File: src/hdl/b64sd_pkg.sv
package b64sd_pkg;

  localparam logic [1:0] ST_OK      = 2'd0;
  localparam logic [1:0] ST_LENGTH  = 2'd1;
  localparam logic [1:0] ST_BADCHAR = 2'd2;
  localparam logic [1:0] ST_BADPAD  = 2'd3;

  localparam logic [7:0] PAD_CHAR   = 8'h3d;
  localparam int         QUEUE_DEPTH = 4;
  localparam int         QPTR_W      = $clog2(QUEUE_DEPTH);

  // one completed group or end of run, as handed from front to back
  typedef struct packed {
    logic [23:0] bits;     // three decoded bytes, msb first
    logic [1:0]  nbytes;   // bytes to emit, 0..3
    logic        has_end;  // status transaction follows the bytes
    logic [1:0]  status;
  } entry_t;

  typedef struct packed {
    logic   push;
    entry_t entry;
  } q_wr_t;

  typedef struct packed {
    logic   valid;
    entry_t entry;
  } q_rd_t;

  // bit 6 set means not an alphabet character
  function automatic logic [6:0] sextet_of(input logic [7:0] c);
    logic [6:0] s;
    s = 7'h40;
    if (c >= 8'h41 && c <= 8'h5a) s = {1'b0, 6'(c - 8'h41)};
    else if (c >= 8'h61 && c <= 8'h7a) s = {1'b0, 6'(c - 8'h61 + 8'd26)};
    else if (c >= 8'h30 && c <= 8'h39) s = {1'b0, 6'(c - 8'h30 + 8'd52)};
    else if (c == 8'h2b) s = 7'd62;
    else if (c == 8'h2f) s = 7'd63;
    return s;
  endfunction

endpackage

File: src/hdl/b64sd_front.sv
module b64sd_front (
  input  logic            clk,
  input  logic            rst_n,
  input  logic            accept,
  input  logic [7:0]      char_code,
  input  logic            final_char,
  output b64sd_pkg::q_wr_t wr
);

  logic [1:0]  pos_r, pos_nxt;
  logic [17:0] acc_r, acc_nxt;
  logic [1:0]  pad_r, pad_nxt;
  logic [1:0]  err_r, err_nxt;

  logic [6:0]  sx;
  logic        is_pad;
  logic        bad_sx;
  logic [5:0]  v;
  logic [1:0]  err_new;
  logic [1:0]  err1;
  logic [1:0]  err2;
  logic [1:0]  pad_inc;
  logic [1:0]  nbytes;
  logic        group_done;

  always_comb begin
    sx      = b64sd_pkg::sextet_of(char_code);
    is_pad  = (char_code == b64sd_pkg::PAD_CHAR);
    bad_sx  = sx[6];
    v       = (is_pad || bad_sx) ? 6'd0 : sx[5:0];
    err_new = b64sd_pkg::ST_OK;
    if (is_pad) begin
      if (pos_r < 2'd2) err_new = b64sd_pkg::ST_BADPAD;
    end else if (pos_r == 2'd3 && pad_r != 2'd0) begin
      err_new = b64sd_pkg::ST_BADPAD;
    end else if (bad_sx) begin
      err_new = b64sd_pkg::ST_BADCHAR;
    end else if (pad_r != 2'd0) begin
      err_new = b64sd_pkg::ST_BADPAD;
    end
    pad_inc = (is_pad && pad_r != 2'd3) ? pad_r + 2'd1 : pad_r;
    err1    = (err_r == b64sd_pkg::ST_OK) ? err_new : err_r;
    group_done = (pos_r == 2'd3);
    err2 = err1;
    // padded group must be the final one
    if (group_done && pad_inc != 2'd0 && !final_char && err1 == b64sd_pkg::ST_OK)
      err2 = b64sd_pkg::ST_BADPAD;

    case (pad_inc)
      2'd0:    nbytes = 2'd3;
      2'd1:    nbytes = 2'd2;
      default: nbytes = 2'd1;
    endcase
    if (!group_done || err2 != b64sd_pkg::ST_OK) nbytes = 2'd0;

    wr.entry.bits    = {acc_r, v};
    wr.entry.nbytes  = nbytes;
    wr.entry.has_end = final_char;
    wr.entry.status  = group_done ? err2 : b64sd_pkg::ST_LENGTH;
    wr.push          = accept && (final_char || nbytes != 2'd0);

    pos_nxt = pos_r;
    acc_nxt = acc_r;
    pad_nxt = pad_r;
    err_nxt = err_r;
    if (accept) begin
      if (final_char) begin
        pos_nxt = 2'd0;
        acc_nxt = 18'd0;
        pad_nxt = 2'd0;
        err_nxt = b64sd_pkg::ST_OK;
      end else if (group_done) begin
        pos_nxt = 2'd0;
        acc_nxt = 18'd0;
        pad_nxt = 2'd0;
        err_nxt = err2;
      end else begin
        pos_nxt = pos_r + 2'd1;
        acc_nxt = {acc_r[11:0], v};
        pad_nxt = pad_inc;
        err_nxt = err2;
      end
    end
  end

  always_ff @(posedge clk) begin
    if (!rst_n) begin
      pos_r <= 2'd0;
      acc_r <= 18'd0;
      pad_r <= 2'd0;
      err_r <= b64sd_pkg::ST_OK;
    end else begin
      pos_r <= pos_nxt;
      acc_r <= acc_nxt;
      pad_r <= pad_nxt;
      err_r <= err_nxt;
    end
  end

endmodule

File: src/hdl/b64sd_queue.sv
module b64sd_queue (
  input  logic             clk,
  input  logic             rst_n,
  input  b64sd_pkg::q_wr_t wr,
  input  logic             pop,
  output b64sd_pkg::q_rd_t rd,
  output logic             full
);

  b64sd_pkg::entry_t slot_r [b64sd_pkg::QUEUE_DEPTH];

  logic [b64sd_pkg::QPTR_W-1:0] wptr_r, wptr_nxt;
  logic [b64sd_pkg::QPTR_W-1:0] rptr_r, rptr_nxt;
  logic [b64sd_pkg::QPTR_W:0]   cnt_r, cnt_nxt;

  always_comb begin
    full     = (cnt_r == (b64sd_pkg::QPTR_W+1)'(b64sd_pkg::QUEUE_DEPTH));
    rd.valid = (cnt_r != '0);
    rd.entry = slot_r[rptr_r];
    wptr_nxt = wr.push ? wptr_r + 1'b1 : wptr_r;
    rptr_nxt = pop ? rptr_r + 1'b1 : rptr_r;
    cnt_nxt  = cnt_r;
    if (wr.push && !pop) cnt_nxt = cnt_r + 1'b1;
    else if (!wr.push && pop) cnt_nxt = cnt_r - 1'b1;
  end

  always_ff @(posedge clk) begin
    if (wr.push) slot_r[wptr_r] <= wr.entry;
  end

  always_ff @(posedge clk) begin
    if (!rst_n) begin
      wptr_r <= '0;
      rptr_r <= '0;
      cnt_r  <= '0;
    end else begin
      wptr_r <= wptr_nxt;
      rptr_r <= rptr_nxt;
      cnt_r  <= cnt_nxt;
    end
  end

endmodule

File: src/hdl/b64sd_back.sv
module b64sd_back (
  input  logic             clk,
  input  logic             rst_n,
  input  b64sd_pkg::q_rd_t rd,
  output logic             pop,
  output logic             out_valid,
  input  logic             out_stall,
  output logic [7:0]       out_data_byte,
  output logic             out_has_data,
  output logic             out_end_of_run,
  output logic [1:0]       out_status
);

  logic [1:0] idx_r, idx_nxt;
  logic       valid_r, valid_nxt;
  logic [7:0] byte_r, byte_nxt;
  logic       has_r, has_nxt;
  logic       end_r, end_nxt;
  logic [1:0] st_r, st_nxt;

  logic       load;
  logic [2:0] n_items;
  logic       last_item;
  logic       is_byte;

  always_comb begin
    load      = rd.valid && (!valid_r || !out_stall);
    n_items   = {1'b0, rd.entry.nbytes} + {2'b00, rd.entry.has_end};
    last_item = ({1'b0, idx_r} + 3'd1 == n_items);
    is_byte   = (idx_r < rd.entry.nbytes);
    pop       = load && last_item;

    idx_nxt   = idx_r;
    valid_nxt = valid_r;
    byte_nxt  = byte_r;
    has_nxt   = has_r;
    end_nxt   = end_r;
    st_nxt    = st_r;
    if (valid_r && !out_stall) valid_nxt = 1'b0;
    if (load) begin
      valid_nxt = 1'b1;
      idx_nxt   = last_item ? 2'd0 : idx_r + 2'd1;
      if (is_byte) begin
        case (idx_r)
          2'd0:    byte_nxt = rd.entry.bits[23:16];
          2'd1:    byte_nxt = rd.entry.bits[15:8];
          default: byte_nxt = rd.entry.bits[7:0];
        endcase
        has_nxt = 1'b1;
        end_nxt = 1'b0;
        st_nxt  = b64sd_pkg::ST_OK;
      end else begin
        byte_nxt = 8'd0;
        has_nxt  = 1'b0;
        end_nxt  = 1'b1;
        st_nxt   = rd.entry.status;
      end
    end
  end

  always_ff @(posedge clk) begin
    if (!rst_n) begin
      idx_r   <= 2'd0;
      valid_r <= 1'b0;
    end else begin
      idx_r   <= idx_nxt;
      valid_r <= valid_nxt;
    end
  end

  always_ff @(posedge clk) begin
    byte_r <= byte_nxt;
    has_r  <= has_nxt;
    end_r  <= end_nxt;
    st_r   <= st_nxt;
  end

  assign out_valid      = valid_r;
  assign out_data_byte  = byte_r;
  assign out_has_data   = has_r;
  assign out_end_of_run = end_r;
  assign out_status     = st_r;

endmodule

File: src/hdl/base64_strict_decoder_top.sv
// channel   direction  handshake            payload
// in_       input      in_valid / in_stall  in_char_code[7:0], in_final_char
// out_      output     out_valid/out_stall  out_data_byte[7:0], out_has_data,
//                                           out_end_of_run, out_status[1:0]
//
// one character transaction per cycle is taken while the group queue has room
// a completed group goes into a queue slot, then each byte or status transaction
// passes through the output register, one a cycle while out_stall is low
// rst_n is synchronous, active low; it empties the queue and clears the group
// out_stall only backs up the queue; in_stall rises once all four slots are full
module base64_strict_decoder_top (
  input  logic       clk,
  input  logic       rst_n,
  // character transactions
  input  logic       in_valid,
  output logic       in_stall,
  input  logic [7:0] in_char_code,
  input  logic       in_final_char,
  // decoded byte and status transactions
  output logic       out_valid,
  input  logic       out_stall,
  output logic [7:0] out_data_byte,
  output logic       out_has_data,
  output logic       out_end_of_run,
  output logic [1:0] out_status
);

  b64sd_pkg::q_wr_t wr;
  b64sd_pkg::q_rd_t rd;
  logic             q_full;
  logic             pop;
  logic             accept;

  // stall depends only on queue occupancy, never on in_valid
  assign in_stall = q_full;
  assign accept   = in_valid && !q_full;

  // front: sextet lookup, padding checks, group accumulation
  b64sd_front u_front (
    .clk        (clk),
    .rst_n      (rst_n),
    .accept     (accept),
    .char_code  (in_char_code),
    .final_char (in_final_char),
    .wr         (wr)
  );

  // short queue of completed groups and end-of-run status
  b64sd_queue u_queue (
    .clk   (clk),
    .rst_n (rst_n),
    .wr    (wr),
    .pop   (pop),
    .rd    (rd),
    .full  (q_full)
  );

  // back: splits each queue entry into byte and status transactions
  b64sd_back u_back (
    .clk            (clk),
    .rst_n          (rst_n),
    .rd             (rd),
    .pop            (pop),
    .out_valid      (out_valid),
    .out_stall      (out_stall),
    .out_data_byte  (out_data_byte),
    .out_has_data   (out_has_data),
    .out_end_of_run (out_end_of_run),
    .out_status     (out_status)
  );

endmodule
File: config.mk
export PLATFORM = sky130hd
export DESIGN_NAME = base64_strict_decoder_top
export DESIGN_NICKNAME = d
export VERILOG_FILES = /design/src/hdl/b64sd_pkg.sv /design/src/hdl/b64sd_front.sv /design/src/hdl/b64sd_queue.sv /design/src/hdl/b64sd_back.sv /design/src/hdl/base64_strict_decoder_top.sv
export SDC_FILE = /design/constraint.sdc
export NUM_CORES = 1
export LEC_CHECK = 0
export BUFFER_PORTS_ARGS = -buffer_cell sky130_fd_sc_hd__buf_2
export CAP_MARGIN = 20
export CELL_PAD_IN_SITES_DETAIL_PLACEMENT = 1
export CELL_PAD_IN_SITES_GLOBAL_PLACEMENT = 1
export CORE_MARGIN = 3
export CORE_UTILIZATION = 45
export DETAILED_ROUTE_END_ITERATION = 12
export PLACE_DENSITY = 0.78
export SYNTH_ARGS = -nofsm -noshare
export SYNTH_HDL_FRONTEND = slang
export SYNTH_HIERARCHICAL = 1
export SYNTH_SLANG_ARGS = --single-unit
File: constraint.sdc
create_clock -name clk -period 8.61 [get_ports clk]
set_input_delay 1.722 -clock clk [delete_from_list [all_inputs] [get_ports clk]]
set_output_delay 1.722 -clock clk [all_outputs]
set_load 0.02 [all_outputs]
# Yosys cells after proc, flatten, opt, wreduce, memory -nomap -nowiden
# Memories as Yosys holds them, arrays and structs flattened. A register that Yosys moved wholly into a read port is not among the register bits.
# Index checks and enable logic that the tools add are counted.
[word_totals]
register_bits = 46
mem_bits_rw = 116
inputBits = 13
output_inout_bits = 14
wordCells = 118
memories = 1
[mem_list]
columns = ["memory", "depth", "width", "read_ports", "rd_clocked_by_memory_dff", "wr", "line_no", "text"]
rows = [
  ["u_queue.slot_r", 4, 29, 1, 1, 1, "b64sd_queue.sv:10", "b64sd_pkg::entry_t slot_r [b64sd_pkg::QUEUE_DEPTH];"],
]
[classes]
add_sub_neg = 14
magnitude_cmp = 8
eq_ne = 9
muxes = 36
reduce_logical = 37
[op_table]
columns = ["cell", "count"]
rows = [
  ["two-way mux 18 bit", 2],
  ["two-way mux 2 bit", 18],
  ["two-way mux 7 bit", 5],
  ["== test 8 x 6 -> 1 bit, second input constant", 3],
  [">= comparator 8 x 7 -> 1 bit, second input constant", 2],
  ["<= comparator 8 x 7 -> 1 bit, second input constant", 2],
  ["case mux 8 bit (2 select lines)", 1],
  ["logical AND 1 bit", 15],
  ["nonzero test 2 bit", 6],
  ["subtractor 6 bit, second input constant", 2],
  ["adder 2 x 1 -> 2 bit, second input constant", 5],
  [">= comparator 8 x 6 -> 1 bit, second input constant", 1],
  ["<= comparator 8 x 6 -> 1 bit, second input constant", 1],
  ["zero test 2 bit", 4],
  ["zero test 1 bit", 7],
  ["adder 6 x 5 -> 6 bit, second input constant", 1],
  ["adder 6 bit, second input constant", 1],
  ["two-way mux 1 bit", 6],
  ["two-way mux 3 bit", 2],
  ["two-way mux 6 bit", 1],
  ["subtractor 6 x 1 -> 6 bit, second input constant", 1],
  ["== test 2 x 1 -> 1 bit, second input constant", 2],
  ["logical OR 1 bit", 4],
  ["case mux 2 bit (2 select lines)", 1],
  ["other kinds (11)", 11],
]

# Logic depth before layout (Yosys ltp)
[depth]
word_depth = 23
depth_mapped = 15
mapped_depth_nobuf = 14

# Modules after synthesis
# Netlist, hierarchy kept.
[by_module_without_submodules]
columns = ["mod", "n_inst", "cells_per_inst", "area_per_inst_um2", "seq_area_each_um2"]
rows = [
  ["b64sd_queue", 1, 194, 4639.4, 3663.5],
  ["b64sd_front", 1, 235, 1826.8, 480.5],
  ["b64sd_back", 1, 72, 827.0, 420.4],
  ["base64_strict_decoder_top", 1, 1, 13.8, 0.0],
]

# Least setup slack after synthesis
# Ideal clock, no wire load.
[synth_timing]
path_kind = "input to register"
start = "input port in_char_code[2]"
end = "register u_queue/cnt_r[2] in the netlist's numbering"
setup_ns = 0.076
t_arrival_ns = 4.863
required_time_ns = 8.534
slack_ns = 3.672
cell_stages = 15
n_path_buf = 1
path_cell_list = "clkbuf_1 > inv_1 > ha_1 > nor2b_1 > o21ai_0 > a21oi_1 > a31oi_1 > nand3_1 > a21boi_1 > ha_1 > inv_1 > fa_1 > xor2_1 > or3_1 > a21boi_0"
[synth_rtl]
columns = ["element", "line_no", "text"]
rows = [
  ["from (decl)", "base64_strict_decoder_top.sv:17", "input logic [7:0] in_char_code,"],
  ["to (signal assigned)", "b64sd_queue.sv:39", "cnt_r <= cnt_nxt;"],
  ["to (decl)", "b64sd_queue.sv:14", "logic [b64sd_pkg::QPTR_W:0] cnt_r, cnt_nxt;"],
]

==> results by group <==
CTS
  • Post-CTS Setup Bufs: 0
  • CTS root buf: clkbuf_16
  • CTS max path bufs: 2
  • Hold buffers post-CTS: 0
  • H-tree levels: 4
  • Clock slew at reported path FFs: 60 ps
  • CTS tree: yes
  • Worst-Skew Late Latency: 430 ps
  • Clock sinks: 164
  • Post-cts sizing count: 0
  • Cts bufs inserted: 17

Worst setup path
  • CP startpoint kind: primary input
  • Critical path peak fanout: 10
  • Element type at the critical path end: flop
  • Data arrival time of the worst path: 5420 ps
  • CP required: 8950 ps
  • Setup CP Type: primary input to flop

Layout
  • Fin util: 52.7%
  • Synth-to-layout area growth: 12.2%
  • ANT cells: 0
  • Fin nets: 569
  • # fillers: 1527
  • Register area: 4570 um^2
  • Multi-input gate area: 2530 um^2
  • Share of cells above drive strength 1: 20.9%

Power and ir drop
  • Switch Pwr: 662 uW
  • Logic pwr share: 23.3%
  • Flop pwr share: 44.6%
  • Internal power: 1560 uW
  • Lkg Pwr: 0.00282 uW
  • Clock power share: 32.1%
  • Net Sw Frac: 29.8%
  • PD cells: 271 nW/um^2
  • Maximum vdd drop: 0.155 mV

Timing
  • Final hold viol count: 0
  • Fin crit share: 58.9%
  • Final setup skew: 10.6 ps
  • Maximum clock rate: 197 MHz
  • Setup Viol. Count Final: 0
  • Setup slack after layout: 3530 ps
  • Final setup TNS: 0 ps
  • Max-Slew Margin vs Limit: 28.7%
  • WHS: 513 ps
  • Fin. max-slew vios: 0
  • Slew @ Worst Pin: 1070 ps
  • RSZ-0062 raised after global routing: false
  • Final Critical Period: 5080 ps

Synthesis
  • Synth cell count leaders: edfxtp_1 (128), nor2b_1 (37), dfxtp_1 (36)
  • Ys flop type: edfxtp_1
  • Largest cells by area after synthesis: edfxtp_1 (53%), dfxtp_1 (9.9%), mux4_2 (8.6%), ha_1 (3.9%), nor2b_1 (3.2%)
  • Syn Nets: 539
  • YS warnings: 6
  • Post-synth EDFFs: 128
  • Mapped Area: 7310 um^2
  • Leading area contributor after synthesis: edfxtp_1
  • Mapped Cells: 502
  • Avg Cell Area, Syn: 14.6 um^2
  • Seq/Total Area, Yosys: 62.5%
  • Most frequent cell after synthesis: edfxtp_1
  • FFs w/ async S/R, synth: 0%
  • #FFs+latches synth: 164
  • Synth top area share: 52.6%
  • Yosys cell types: 68

Run
  • Max Cap Viol: 0

Routing
  • DRC errors left: 0
  • Final ANT Viol Nets: 0
  • Vias per Instance: 5.67
  • Vias: 4289
  • WL/cell: 21.6 um
  • WL met3: 736 um
  • Final wirelength: 16300 um
  • Met2 WL post-DR: 8440 um
  • DRT met1 WL: 6900 um
  • Initial drt markers: 239
  • DR top layer: met4
  • Detailed Routing Iterations Pass 1: 5

GRT
  • GRT overflow: 0
  • Antenna violations before repair: 0
  • Gr usage total: 19.4%
  • Vias in the first global route: 4757
  • Largest net degree at the start of global routing: 33
  • First-pass GRT wire length: 26500 um

Place
  • Pre-CTS setup slack: 3120 ps
  • Post-detail-place hpwl: 10600 um
  • RD Place Congestion: 0.817
  • I/O Buffers: 26

Floorplan
  • DIE HEIGHT: 133 um
  • Ports: 27
  • Initial core utilization: 47.0%
  • Core box area: 15500 um^2
  • FP Rows: 45
  • Die area: 17800 um^2
  • Die Wd: 133 um

Min path
  • Hold Crit Class: flop to flop

Outcome
  • Status: finished, final reports clean
## kinds of logic (layout without fill, tap and decap cells)
group                    count (synthesis)  count (layout)  share of synthesized area, %
AND/OR/NAND/NOR                        139             139                          10.9
multiplexers                            33              33                          9.55
adder cells (fa/ha/maj)                 24              24                          4.21
buffers and inverters                   40              83                          2.93
flip-flops                             164             164                          62.5
AO/OA/AOI/OAI                           93              93                          8.87
XOR/XNOR                                 9               9                          1.08
## flip-flops by register name, indices dropped and copies added (netlist names), named ones only
name and flops:
u_front/err_r 2, u_front/pos_r 2, u_back/out_status 2, u_queue/slot_r 116, u_back/out_has_data 1, u_queue/wptr_r 2, u_back/out_valid 1, u_back/out_end_of_run 1
u_queue/cnt_r 3, u_back/idx_r 2, u_front/acc_r 18, u_back/out_data_byte 8, u_queue/rptr_r 2, u_front/pad_r 2
## critical path: stages
cell      delay [ps]
buf_2            190
inv_1            150
ha_1             310
nor2b_1          170
o21ai_0          330
a21oi_1          270
a31oi_1          280
nand3_1          130
a21boi_1         470
ha_1             270
inv_1             60
fa_1             380
xor2_1           180
or3_1            300
a21boi_0         190
## path summary, 6_finish.rpt
check	startpoint	end	slack, ps	cells after the start
worst max-delay path	in_char_code[2]	u_queue/cnt_r[2]	3530	15
worst max register to register	u_front/pad_r[0]	u_queue/cnt_r[2]	4730	12
worst min register to register	u_front/acc_r[12]	u_queue/slot_r[0][23]	510	0
worst min-delay path	u_front/acc_r[12]	u_queue/slot_r[0][23]	510	0
## layout make-up
class                      instances  area share [%]
timing repair buffer              31            2.38
tap                              211            3.22
sequential                       164            55.7
inverter                          20           0.916
clock inverter                    14            1.63
clock buffer                      18            5.24
multi-input combinational        298            30.9
## stage by stage
| stage | area, um^2 | total power (uW) | instances |
|---|---|---|---|
| 2_1_floorplan | 7310 | 1370 | 502 |
| 3_3_place_gp | 7590 | 1490 | 722 |
| 3_5_place_dp | 7620 | 1520 | 723 |
| 4_1_cts | 8180 | 2240 | 755 |
| 5_1_grt | 8200 | 2330 | 756 |
| 6_report | 8200 | 2220 | 756 |
## power groups by stage
| stage | clock network [uW] | registers (uW) | logic (uW) |
|---|---|---|---|
| 3_3_place_gp | 0 | 1020 | 471 |
| 4_1_cts | 725 | 995 | 517 |
| 6_report | 712 | 991 | 519 |
| 3_5_place_dp | 0 | 1010 | 512 |
| 5_1_grt | 760 | 1000 | 571 |
| 2_1_floorplan | 0 | 1030 | 346 |
## per-layer routing
metal | vias up | global-route usage, %
li1 | 1980 | -
met4 | 0 | 6.97
met3 | 21 | 3.66
met1 | 2186 | 25.1
met5 | - | 0
met2 | 102 | 32.8
## cell usage in the layout (no fill, tap or decap), drive strengths merged, types with 9 or more instances in the layout
cell / netlist / layout
a21oi: 31 / 31
and2: 18 / 18
buf: 13 / 31
clkbuf: 7 / 18
dfxtp: 36 / 36
edfxtp: 128 / 128
ha: 23 / 23
inv: 20 / 21
mux4: 29 / 29
nand2: 32 / 32
nand3: 9 / 9
nor2b: 38 / 38
o21ai: 13 / 13
Power figures use the tool's default switching activity.
